===== src/rtl/core/tcs_pkg.sv =====
// Shared types, constants and byte classification for the text statistics block.
`default_nettype none
package tcs_pkg;

  localparam int NUM_BINS  = 95;
  localparam int BIN_AW    = 7;
  localparam int OUT_W     = 32;
  localparam int OQ_DEPTH  = 3;

  localparam logic [7:0] CHAR_NUL   = 8'd0;
  localparam logic [7:0] CHAR_FIRST = 8'd32;
  localparam logic [7:0] CHAR_LAST  = 8'd126;
  localparam logic [7:0] CHAR_SPACE = 8'd32;
  localparam logic [7:0] LOWER_A    = 8'd97;
  localparam logic [7:0] LOWER_Z    = 8'd122;
  localparam logic [7:0] UPPER_A    = 8'd65;
  localparam logic [7:0] UPPER_Z    = 8'd90;
  localparam logic [7:0] DIGIT_0    = 8'd48;
  localparam logic [7:0] DIGIT_9    = 8'd57;

  typedef enum logic [1:0] {
    CMD_PUSH  = 2'd0,
    CMD_READ  = 2'd1,
    CMD_CLEAR = 2'd2
  } tcs_cmd_t;

  typedef struct packed {
    logic [OUT_W-1:0] bin_count;
    logic [OUT_W-1:0] word_count;
    logic [OUT_W-1:0] space_count;
    logic [OUT_W-1:0] char_count;
    logic [OUT_W-1:0] letter_count;
    logic [OUT_W-1:0] lower_count;
    logic [OUT_W-1:0] upper_count;
    logic [OUT_W-1:0] digit_count;
    logic [OUT_W-1:0] special_count;
  } tcs_result_t;

  typedef struct packed {
    logic              en;
    logic              clr;
    logic [BIN_AW-1:0] addr;
  } tcs_mem_ctl_t;

  function automatic logic is_printable(input logic [7:0] b);
    return (b >= CHAR_FIRST) && (b <= CHAR_LAST);
  endfunction

  // backslash and ampersand are word bytes
  function automatic logic is_delim(input logic [7:0] b);
    return b inside {[8'h20:8'h25], [8'h27:8'h2F], [8'h3A:8'h40], 8'h5B, [8'h5D:8'h60],
                     [8'h7B:8'h7E], 8'h0A};
  endfunction

endpackage
`default_nettype wire


===== src/rtl/core/tcs_hist_mem.sv =====
// Histogram memory: one write port, one registered read port, per-entry valid bits.
`default_nettype none
module tcs_hist_mem #(
  parameter int COUNT_BITS = 32
) (
  input  logic                      clk,
  input  logic                      rst,
  input  logic [tcs_pkg::BIN_AW-1:0] rd_addr,
  output logic [COUNT_BITS-1:0]     rd_data,
  output logic                      rd_hit,
  input  tcs_pkg::tcs_mem_ctl_t     wr_ctl,
  input  logic [COUNT_BITS-1:0]     wr_data
);
  import tcs_pkg::*;

  logic [COUNT_BITS-1:0] mem [NUM_BINS];
  logic [NUM_BINS-1:0]   valid;

  always_ff @(posedge clk) begin
    if (wr_ctl.en) begin
      mem[wr_ctl.addr] <= wr_data;
    end
    rd_data <= mem[rd_addr];
  end

  always_ff @(posedge clk) begin
    if (rst || wr_ctl.clr) begin
      valid  <= '0;
      rd_hit <= 1'b0;
    end else begin
      if (wr_ctl.en) begin
        valid[wr_ctl.addr] <= 1'b1;
      end
      rd_hit <= valid[rd_addr];
    end
  end

endmodule
`default_nettype wire


===== config.mk =====
export PLATFORM = sky130hd
export DESIGN_NAME = tcs_hist_mem
export DESIGN_NICKNAME = d
export VERILOG_FILES = /design/src/rtl/core/tcs_pkg.sv /design/src/rtl/core/tcs_hist_mem.sv
export SDC_FILE = /design/constraint.sdc
export NUM_CORES = 2
export LEC_CHECK = 0
export BUFFER_PORTS_ARGS = -buffer_cell sky130_fd_sc_hd__buf_2
export CORE_AREA = 5 5 594 596
export DETAILED_ROUTE_END_ITERATION = 8
export DIE_AREA = 0 0 599 601
export PLACE_DENSITY_LB_ADDON = 0.25
export SLEW_MARGIN = 15
export SYNTH_ARGS = -nofsm -noshare
export SYNTH_HDL_FRONTEND = slang
export SYNTH_SLANG_ARGS = --single-unit

===== constraint.sdc =====
create_clock -name clk -period 4.6 [get_ports clk]
set_input_delay 0.92 -clock clk [delete_from_list [all_inputs] [get_ports clk]]
set_output_delay 0.92 -clock clk [all_outputs]
set_load 0.01 [all_outputs]

# Yosys cells after proc, flatten, opt, wreduce, memory -nomap -nowiden
# Memory sizes are Yosys's and may differ from the RTL's. A register that Yosys moved wholly into a read port is not among the register bits.
# Index checks and enable logic that the tools add are counted.
dict set report op_classes {
  addsub 0
  n_shift 0
  reduce_logical 2
  n_lt_le_gt_ge 3
  bitwise 1
  div_mod_pow 0
  n_mul 0
  muxes 6
  n_eq_ne 0
}
# operator n
set op_table {}
lappend op_table {{$or 95x95->95} 1}
lappend op_table {{$lt 7x8->1 const B} 2}
lappend op_table {{$bmux 1 s7} 1}
lappend op_table {{$demux 1 s7} 1}
lappend op_table {{$ge 7x1->1 const B} 1}
lappend op_table {{$mux 1} 4}
lappend op_table {{$logic_and 1x1->1} 1}
lappend op_table {{$logic_or 1x1->1} 1}
dict set report word_totals {
  word_cells 15
  mem_count 1
  inputBits 50
  mem_bits_ro 0
  ram_bits 3040
  latchBits 0
  register_bits 96
}
# memory depth width read_ports rd_clocked_by_memory_dff write_ports line
set memory_table {}
lappend memory_table {mem 95 32 1 1 1 tcs_hist_mem.sv:16} ;# logic [COUNT_BITS-1:0] mem [NUM_BINS];

# Depth between registers and ports, before layout
dict set report logic_depth {
  depth_word 5
  ltp_mapped 11
}

# Worst setup path before layout
# OpenSTA, ideal clock, no wires.
dict set report synth_path {
  path_kind {in2reg}
  from {input wr_ctl[0] (netlist name)}
  to {memory mem[26][0] (enable)}
  cell_stages 4
  arrival_time_ns 3.070
  path_slack_ns 1.107
  n_path_buf 0
  required_time_ns 4.177
  cell_sequence {or3b_2 inv_1 nand2_1 nor2_1}
}
# element line
set synth_lines {}
lappend synth_lines {{start: declaration} tcs_hist_mem.sv:11} ;# input tcs_pkg::tcs_mem_ctl_t wr_ctl,
lappend synth_lines {{end: declaration} tcs_hist_mem.sv:16}
# No word-level cell before the write port.

==> out/summary.txt <==
status - finished with violations
failing checks - design-rule violations
Post-Syn Instances - 5433
LEAKAGE - 43.9 nW
r2r worst-path depth - 4
Port Buffers - 82
Final Non-Filler Cells - 10800
Worst setup SP type - input pin
clock tree from TritonCTS - done
skew final - 55.0 ps
clk slew on worst S/H paths - 60 ps
Cell Area, Placed - 130000 µm²
Worst EP arrival - 4250 ps
Mapped Avg Cell Area - 22.2 µm²
Max Cap Violations - 0
Slew Limit Fails - 0
Pre-antenna DRT Iters - 7
H-tree depth - 5
CTS Buffer Depth - 4
family with the most delay on the worst path - multiplexers
maximum fanout along the worst path - 42
hold-fix buffers at CTS - 0
Yosys top cell by area - edfxtp_1
die area - 360000 µm²
fin crit share - 76.7%
Post-CTS Resized - 0
vias in the first global route - 61600
Top FF cell, synth - edfxtp_1
Final #Nets - 5987
crit path kind - input pin to flip-flop
final hold vios - 0
setup violators final - 0
DR WL/cell - 35.4 µm
Synth-to-Final Area Change - 16.3%
delay of the slowest critical-path stage - 890 ps
combinational power share - 5.2%
antenna violations before repair - 45
Post-Syn Area - 121000 µm²
Synth top area share - 75.7%
worst hold endpoint - mem[32][23]$_DFFE_PP_
DRC viols - 2
die height - 601 µm
dpl hpwl - 226000 µm
Routed WL - 384000 µm
Min-Delay Path Depth - 1
clock share of power - 42.7%
sw power - 0.0134 W
Sink Count - 3168
FF-to-FF End - rd_data[13]$_DFF_P_
width of the die - 599 µm
Slew HR - 17.1%
GP Congestion - 0.825
Initial Utilization - 34.7%
CP cell instances - buf_12, buf_12, buf_4, mux4_2, mux4_2, mux2i_1, a22oi_1
syn_nets - 5483
Cell Rows - 217
Worst-Margin Slew - 1210 ps
Root Buffer - clkbuf_16
unrepaired setup endpoints after global routing - false
share of cells above drive strength 1 - 29.5%
number of distinct library cells after synthesis - 62
Core ar. - 348000 µm²
total CTS buffers - 336
clk_lat worst skew - 930 ps
Fmax - 0.284 GHz
most numerous cell in the Yosys netlist - edfxtp_1
post-layout min period - 3530 ps
FF-to-FF setup slack - 1940 ps
Hold Path Origin - wr_data[23]
synthesis warning total - 0
vias post-DR - 61600
peak supply drop - 299 µV
largest cells by area after synthesis - edfxtp_1, mux4_2, dfxtp_1
Placed Instances - 10200
Buf/Inv on CP - 3
list of most frequent post-synthesis cells - edfxtp_1, mux4_2, mux2i_1, nor2_1, nand2_1
Switching Share - 21.9%
Cell Int Power - 0.0478 W
sequential fraction of the synthesis area - 77.8%
global-route wire length before repair - 523000 µm
RR Startpoint - mem[70][13]$_DFFE_PP_
setup_tns - 0 ps
design area - 140000 µm²
Total Routing Usage GR - 20.9%
Hold Path Class - input pin to flip-flop
Async SR Flop Fraction - 0%
Post-synth EDFFs - 3040
CP required - 5330 ps
Boundary Pins - 83
CP Capture Type - flip-flop
Yosys reg bits - 3168
Iter 0 DRT Violations - 7797
vias per cell - 5.68
Worst path slowest cell - mux2i_1
grt ovf - 0
Post-CTS Setup Bufs - 0
Cell Pwr Density - 436 nW/µm²
largest net degree at the start of global routing - 96
antenna-violating nets left - 0
sequential share of power - 52.1%
[layer usage]
metal	routed length [µm]	track usage, %	vias up	share of wire (%)
li1	-	-	24100	-
met1	155000	28.8	34200	40
met2	184000	33.9	2733	48
met3	29200	3.60	561	7.6
met4	15800	7.05	20	4.1
met5	136	0	-	0.035
[power groups by stage]
| stage | clock [W] | sequential [W] | combinational [W] |
|---|---|---|---|
| finish | 0.0261 | 0.0319 | 0.00318 |
| global route | 0.0279 | 0.0319 | 0.00331 |
| CTS | 0.0266 | 0.0319 | 0.00321 |
| detailed placement | 0 | 0.0325 | 0.00320 |
| global placement | 0 | 0.0325 | 0.00316 |
| floorplan | 0 | 0.0324 | 0.00152 |
[flip-flops by register name, indices dropped and copies added, names as in the netlist]
name / flops
valid: 95
mem: 3040
rd_hit: 1
rd_data: 32
[worst max path at each step]
stage / depth (start not counted) / endpoint / startpoint
2_1_floorplan: 4 / mem[26][0]$_DFFE_PP_ / wr_ctl[0]
3_3_place_gp: 7 / rd_data[13]$_DFF_P_ / rd_addr[0]
3_5_place_dp: 7 / rd_data[13]$_DFF_P_ / rd_addr[0]
4_1_cts: 7 / rd_data[13]$_DFF_P_ / rd_addr[0]
5_1_grt: 7 / rd_data[13]$_DFF_P_ / rd_addr[0]
6_report: 7 / rd_data[13]$_DFF_P_ / rd_addr[0]
[per-stage QoR]
| stage | util [%] | power [W] | hold slack (ps) | setup WS, ps |
|---|---|---|---|---|
| 3_5_place_dp | 37.3 | 0.0357 | 449 | 110 |
| 5_1_grt | 40.4 | 0.0630 | 347 | 1040 |
| 3_3_place_gp | 37.3 | 0.0357 | 441 | 135 |
| 2_1_floorplan | - | 0.0339 | 435 | 1110 |
| 6_report | 40.4 | 0.0612 | 394 | 1070 |
| 4_1_cts | 40.4 | 0.0617 | 320 | 1120 |
[cell type report]
type	instances	area, µm²
fill	30500	207000
sequential	3168	93900
multi-input combinational	1959	25800
clock buffer	452	9180
tap	4599	5750
timing repair buffer	464	4310
clock inverter	162	1330
antenna	29	72.6
inverter	8	40.0
[placed cells by master, fill, tap and decap left out, types with 70 or more instances in the layout]
cell	instances
o21a_1	97
dfxtp_1	128
buf_12	72
buf_4	342
mux2i_1	206
mux4_2	745
edfxtp_1	3040
nand2_1	129
clkbuf_1	91
a22oi_1	70
nor2_4	97
clkbuf_16	344
[logic make-up after synthesis]
kind of cell	count (synthesis)	synth area share [%]
flops	3168	77.8
mux	989	16.0
compound gates	502	3.01
simple gates	468	1.78
buf+inv	306	1.44
(Power assumes the default switching activity.)
