$ cat src/rtl/core/tcs_pkg.sv
// Shared types, constants and byte classification for the text statistics block.
`default_nettype none
package tcs_pkg;

  localparam int NUM_BINS  = 95;
  localparam int BIN_AW    = 7;
  localparam int OUT_W     = 32;
  localparam int OQ_DEPTH  = 3;

  localparam logic [7:0] CHAR_NUL   = 8'd0;
  localparam logic [7:0] CHAR_FIRST = 8'd32;
  localparam logic [7:0] CHAR_LAST  = 8'd126;
  localparam logic [7:0] CHAR_SPACE = 8'd32;
  localparam logic [7:0] LOWER_A    = 8'd97;
  localparam logic [7:0] LOWER_Z    = 8'd122;
  localparam logic [7:0] UPPER_A    = 8'd65;
  localparam logic [7:0] UPPER_Z    = 8'd90;
  localparam logic [7:0] DIGIT_0    = 8'd48;
  localparam logic [7:0] DIGIT_9    = 8'd57;

  typedef enum logic [1:0] {
    CMD_PUSH  = 2'd0,
    CMD_READ  = 2'd1,
    CMD_CLEAR = 2'd2
  } tcs_cmd_t;

  typedef struct packed {
    logic [OUT_W-1:0] bin_count;
    logic [OUT_W-1:0] word_count;
    logic [OUT_W-1:0] space_count;
    logic [OUT_W-1:0] char_count;
    logic [OUT_W-1:0] letter_count;
    logic [OUT_W-1:0] lower_count;
    logic [OUT_W-1:0] upper_count;
    logic [OUT_W-1:0] digit_count;
    logic [OUT_W-1:0] special_count;
  } tcs_result_t;

  typedef struct packed {
    logic              en;
    logic              clr;
    logic [BIN_AW-1:0] addr;
  } tcs_mem_ctl_t;

  function automatic logic is_printable(input logic [7:0] b);
    return (b >= CHAR_FIRST) && (b <= CHAR_LAST);
  endfunction

  // backslash and ampersand are word bytes
  function automatic logic is_delim(input logic [7:0] b);
    return b inside {[8'h20:8'h25], [8'h27:8'h2F], [8'h3A:8'h40], 8'h5B, [8'h5D:8'h60],
                     [8'h7B:8'h7E], 8'h0A};
  endfunction

endpackage
`default_nettype wire

$ cat src/rtl/core/tcs_chan_if.sv
// Request and response channel interfaces of the text statistics block.
`default_nettype none


interface tcs_rsp_if;
  logic        valid;
  logic        ready;
  logic [31:0] bin_count;
  logic [31:0] word_count;
  logic [31:0] space_count;
  logic [31:0] char_count;
  logic [31:0] letter_count;
  logic [31:0] lower_count;
  logic [31:0] upper_count;
  logic [31:0] digit_count;
  logic [31:0] special_count;

  modport source (output valid, bin_count, word_count, space_count, char_count,
                  letter_count, lower_count, upper_count, digit_count, special_count,
                  input ready);
  modport sink   (input valid, bin_count, word_count, space_count, char_count,
                  letter_count, lower_count, upper_count, digit_count, special_count,
                  output ready);
endinterface
`default_nettype wire

$ cat src/rtl/core/tcs_out_fifo.sv
// Three-word result queue in front of the response channel.
`default_nettype none
module tcs_out_fifo (
  input  logic                clk,
  input  logic                rst,
  input  logic                push,
  input  tcs_pkg::tcs_result_t push_data,
  output logic [1:0]          count,
  tcs_rsp_if.source           rsp
);
  import tcs_pkg::*;

  localparam logic [1:0] LAST_PTR = 2'(OQ_DEPTH - 1);

  tcs_result_t entries [OQ_DEPTH];
  logic [1:0]  wr_ptr;
  logic [1:0]  rd_ptr;
  logic        pop;
  tcs_result_t head;

  assign pop  = rsp.valid && rsp.ready;
  assign head = entries[rd_ptr];

  always_ff @(posedge clk) begin
    if (push) begin
      entries[wr_ptr] <= push_data;
    end
  end

  always_ff @(posedge clk) begin
    if (rst) begin
      wr_ptr <= '0;
      rd_ptr <= '0;
      count  <= '0;
    end else begin
      if (push) begin
        wr_ptr <= (wr_ptr == LAST_PTR) ? 2'd0 : wr_ptr + 2'd1;
      end
      if (pop) begin
        rd_ptr <= (rd_ptr == LAST_PTR) ? 2'd0 : rd_ptr + 2'd1;
      end
      count <= count + 2'(push) - 2'(pop);
    end
  end

  assign rsp.valid         = (count != 2'd0);
  assign rsp.bin_count     = head.bin_count;
  assign rsp.word_count    = head.word_count;
  assign rsp.space_count   = head.space_count;
  assign rsp.char_count    = head.char_count;
  assign rsp.letter_count  = head.letter_count;
  assign rsp.lower_count   = head.lower_count;
  assign rsp.upper_count   = head.upper_count;
  assign rsp.digit_count   = head.digit_count;
  assign rsp.special_count = head.special_count;

endmodule
`default_nettype wire
$ cat src/flat_wrapper.sv
// flat-port wrapper written by rule: the top's interface ports become plain ports
module tcs_out_fifo_flat import tcs_pkg::*;
  (clk, rst, push, push_data, count, rsp_valid, rsp_bin_count, rsp_word_count, rsp_space_count, rsp_char_count, rsp_letter_count, rsp_lower_count, rsp_upper_count, rsp_digit_count, rsp_special_count, rsp_ready);
  tcs_rsp_if rsp_i ();
  input  logic clk;
  input  logic rst;
  input  logic push;
  input  tcs_pkg::tcs_result_t push_data;
  output logic [1:0] count;
  output wire logic [$bits(rsp_i.valid)-1:0] rsp_valid;
  output wire logic [$bits(rsp_i.bin_count)-1:0] rsp_bin_count;
  output wire logic [$bits(rsp_i.word_count)-1:0] rsp_word_count;
  output wire logic [$bits(rsp_i.space_count)-1:0] rsp_space_count;
  output wire logic [$bits(rsp_i.char_count)-1:0] rsp_char_count;
  output wire logic [$bits(rsp_i.letter_count)-1:0] rsp_letter_count;
  output wire logic [$bits(rsp_i.lower_count)-1:0] rsp_lower_count;
  output wire logic [$bits(rsp_i.upper_count)-1:0] rsp_upper_count;
  output wire logic [$bits(rsp_i.digit_count)-1:0] rsp_digit_count;
  output wire logic [$bits(rsp_i.special_count)-1:0] rsp_special_count;
  input wire logic [$bits(rsp_i.ready)-1:0] rsp_ready;
  assign rsp_valid = rsp_i.valid;
  assign rsp_bin_count = rsp_i.bin_count;
  assign rsp_word_count = rsp_i.word_count;
  assign rsp_space_count = rsp_i.space_count;
  assign rsp_char_count = rsp_i.char_count;
  assign rsp_letter_count = rsp_i.letter_count;
  assign rsp_lower_count = rsp_i.lower_count;
  assign rsp_upper_count = rsp_i.upper_count;
  assign rsp_digit_count = rsp_i.digit_count;
  assign rsp_special_count = rsp_i.special_count;
  assign rsp_i.ready = rsp_ready;
  tcs_out_fifo u_core (.clk(clk), .rst(rst), .push(push), .push_data(push_data), .count(count), .rsp(rsp_i));
endmodule
$ cat config.mk
export PLATFORM = sky130hd
export DESIGN_NAME = tcs_out_fifo_flat
export DESIGN_NICKNAME = d
export VERILOG_FILES = /design/src/rtl/core/tcs_pkg.sv /design/src/rtl/core/tcs_chan_if.sv /design/src/rtl/core/tcs_out_fifo.sv /design/src/flat_wrapper.sv
export SDC_FILE = /design/constraint.sdc
export NUM_CORES = 1
export LEC_CHECK = 0
export ABC_AREA = 1
export BUFFER_PORTS_ARGS = -buffer_cell sky130_fd_sc_hd__buf_2
export CORE_UTILIZATION = 51
export CTS_BUF_LIST = sky130_fd_sc_hd__clkbuf_8
export CTS_CLUSTER_DIAMETER = 50
export DETAILED_ROUTE_END_ITERATION = 10
export HOLD_SLACK_MARGIN = 0.08
export PLACE_DENSITY = 0.74
export SYNTH_ARGS = -nofsm -noshare
export SYNTH_HDL_FRONTEND = slang
export SYNTH_SLANG_ARGS = --single-unit
$ cat constraint.sdc
create_clock -name clk -period 33.9 [get_ports clk]
set_clock_uncertainty 0.2 [all_clocks]
set_input_delay 6.78 -clock clk [delete_from_list [all_inputs] [get_ports clk]]
set_output_delay 6.78 -clock clk [all_outputs]
set_load 0.02 [all_outputs]
### Word-level counts from Yosys, hierarchy flattened

Memory sizes are Yosys's and may differ from the RTL's. A register that Yosys moved wholly into a read port is not among the register bits.
Index checks and enable logic that the tools add are counted.

* reduce and logical (&&, ||, !) cells: 2
* $add $sub $neg: 4
* equal/unequal tests: 2
* mux-type cells: 6

Operators by type and width (count)
* 2-bit two-way mux: 4
* 2-bit by 1-bit adder with 2-bit output (second input constant): 2
* 2-bit == test (second input constant): 2
* 2-bit by 1-bit adder with 2-bit output: 1
* 1-bit two-way mux: 2
* 2-bit nonzero test: 1
* 2-bit by 1-bit subtractor with 2-bit output: 1
* 1-bit logical AND: 1

* output and inout port bits: 291
* logic and storage cells: 18
* bits in registers: 6
* RAM bits: 864
* memories kept: 1

Memories
* u_core.entries: depth 3, width 288, rd ports 1, clocked after Yosys merged registers in 1, wr ports 1, line tcs_out_fifo.sv:15 `tcs_result_t entries [OQ_DEPTH];`

### Depth between registers and ports, before layout

* word-level depth: 4
* depth in mapped cells: 7
* mapped depth without buffers: 7

### Worst setup path before layout

No wires, ideal clock.

* path type: input-to-reg
* start point: in push
* end point: mem u_core.entries[2][0] in the netlist's numbering (enable)
* cell stages on the path: 2
* path slack: 6.239 ns
* arrival: 26.171 ns
* setup time: 1.289 ns
* path through: inv_1 nor3_1

* word-level cells in the longest chain between the ends: 2

RTL lines
* start: declaration: line flat_wrapper.sv:7 `input logic push;`
* 1-bit two-way mux: line tcs_out_fifo.sv:25 `if (push) begin`
* 1-bit two-way mux (implied by the code): line tcs_out_fifo.sv:26 `entries[wr_ptr] <= push_data;`
* end: declaration: line tcs_out_fifo.sv:15

No other way between the ends.

==> summary.md <==
| Metric | Value |
|---|---|
| Sequential Area | `0.0261 mm2` |
| Peak supply drop | `0.0441 mV` |
| Finished Cell Area | `between 0.03 and 0.04 mm2` |
| Die area | `roughly 0.064 mm2` |
| Htree depth | `4` |
| Count of pins over their slew limit | `0` |
| Setup TNS | `0 ps` |
| Status | `completed` |
| Cts hold-fix bufs | `0` |
| CTS Sinks | `872` |
| Max Cap Viol | `0` |
| Postcts setup bufs | `0` |
| Root Buffer | `clkbuf_8` |
| CP max FO | `78` |
| Most common cell after layout, fill and taps aside | `edfxtp_1` |
| P&R area growth vs syn | `18.1%` |
| RSZ-0062 raised after global routing | `no` |
| Slew @ Worst Pin | `1150 ps` |
| Core footprint | `about 0.062 mm2` |
| Largest net degree at the start of global routing | `162` |
| Initial antenna violation count | `29` |
| Clk slew on worst S/H paths | `about 60 ps` |
| GRT Total Usage | `23.9%` |
| Antenna Violating Nets Remaining | `0` |
| GRT overflow | `0` |
| Vias in the first global route | `approximately 20000` |
| Most frequent cells in the layout | `edfxtp_1 (864), buf_2 (582), a21oi_1 (579), nand2_1 (297), nor2_1 (297)` |
| CP Class | `register to output port` |
| First-pass GRT wire length | `116 mm` |
| Site Rows | `91` |
| CTS tree | `built` |
| Leakage | `14.4 nW` |
| Starting density of the core | `roughly half` |
| Fmax achieved | `around 0.090 GHz` |
| Worst-case clock buffer depth | `3` |
| Synth cell types | `18` |
| Crit path launch type | `register` |
| TritonRoute pass-1 iters | `7` |
| GP Congestion | `0.839` |
| Initial DRC count | `1828` |
| Yosys reg bits | `872` |
| Final setup margin | `22730 ps` |
| PostCTS Resize Cnt | `0` |
| Die Span X | `253 um` |
| P per Cell Area | `roughly 62 mW/mm2` |
| Critical Path RT | `around 27000 ps` |
| WHS | `293 ps` |
| Worst Setup End Kind | `output port` |
| Hold Vio Cnt, Final | `0` |
| Class of the worst hold path | `register to register` |
| DRC Markers | `0` |
| Cts bufs inserted | `139` |
| Arrival time at the worst endpoint | `4190 ps` |
| Multi-input gate area in the final layout | `0.00519 mm2` |
| R2r setup slk | `30220 ps` |
| DR vias/cell | `~5.5` |
| IO buf count | `582` |
| Total of warnings raised by yosys | `0` |
| Detailed Route WL | `between 70 and 80 mm` |
| DIE HEIGHT | `253 um` |
| Setup Viol. Count Final | `0` |
| Cell area after placement | `around 0.035 mm2` |
| Slew margin rel. | `23.2%` |
| Register area share after synthesis | `81.3%` |
| Via count | `20600` |
| Net Count, Synth | `2485` |
| Mean cell area of the mapped netlist | `14.7 um2` |
| Crit path time final | `11170 ps` |
| Post-Syn Instances | `2192` |
| Final Cycle Share | `33.0%` |
| Top-level port count | `about 580` |
| Clock Latency Late Sink | `730 ps` |
| Drt wl/cell | `21.1 um` |
| HPWL Detailed | `around 47 mm` |
| Fill cell count | `4684` |
| Mapped Area | `0.0321 mm2` |
| Dpl ws | `approximately 23000 ps` |
| Final #Nets | `between 3000 and 4000` |
| Share of layout cells above drive strength 1 | `26.4%` |
Yosys cell counts, drive strengths merged:
| library cell | n | share of area [%] |
|---|---|---|
| ha | 1 | 0.039 |
| nand3 | 5 | 0.078 |
| edfxtp | 864 | 81 |
| nor3 | 1 | 0.016 |
| dfxtp | 8 | 0.50 |
| o21a | 1 | 0.023 |
| clkbuf | 7 | 0.094 |
| nor2 | 297 | 3.5 |
| buf | 119 | 2.3 |
| o21ai | 1 | 0.016 |
| inv | 12 | 0.16 |
| a21oi | 579 | 9.0 |
| nand2 | 297 | 3.5 |
worst paths after layout:
kind | cells after the start | to | start
setup / recovery | 5 | rsp_char_count[16] | register
setup reg to reg | 4 | u_core.entries[1][194] | u_core.wr_ptr[0]
hold reg to reg | 2 | u_core.wr_ptr[1] | u_core.wr_ptr[1]
hold / removal | 2 | u_core.wr_ptr[1] | u_core.wr_ptr[1]
layer usage:
layer	global-route usage, %	share of wire (%)	vias up
li1	-	-	9299
met1	29.0	37	10100
met2	38.6	49	1001
met3	8.02	9.6	216
met4	11.7	4.0	18
met5	0	0.15	-
power by group:
group          total, W  internal [W]  switching (W)
registers       0.00125       0.00124      0.0000153
logic          0.000314     0.0000902       0.000224
clock network  0.000779      0.000395       0.000385
area by class of cell:
| type | instances | share of cell area (%) |
|---|---|---|
| diodes | 25 | 0.165 |
| repair buffers | 602 | 8.11 |
| clock buffers | 146 | 5.30 |
| flip-flops and latches | 872 | 68.8 |
| inverters | 12 | 0.198 |
| multi-input cells | 1182 | 13.7 |
| well taps | 837 | 2.76 |
| clock inverters | 88 | 0.973 |
cells by family (layout without fill, tap and decap cells):
kind of cell | Yosys count | in the layout | synth area share, %
AO/OA/AOI/OAI | 581 | 581 | 9.06
flip-flops | 872 | 872 | 81.3
buffers and inverters | 138 | 848 | 2.57
other | 0 | 25 | 0
adder cells (fa/ha/maj) | 1 | 1 | 0.0390
AND/OR/NAND/NOR | 600 | 600 | 7.04
metrics by stage:
stage / cells / utilization [%] / power (W)
2_1_floorplan: 2192 / - / 0.00148
3_3_place_gp: 3505 / 57.3 / 0.00158
3_5_place_dp: 3505 / 57.3 / 0.00159
4_1_cts: 3739 / 61.2 / 0.00236
5_1_grt: 3758 / 61.2 / 0.00243
6_report: 3764 / 61.3 / 0.00235
sequential cells by signal, summed over array words and instances, names as in the netlist, named ones only:
register / flops
u_core.count: 2
u_core.rd_ptr: 2
u_core.wr_ptr: 2
u_core.entries: 864
worst max-delay path, stage by stage (launching register included):
cell     delay, ps
dfxtp_4        960
buf_4          800
buf_4          810
a21oi_1        160
a21oi_1        300
buf_2          230
No activity file was read; power rests on OpenSTA's default activity.
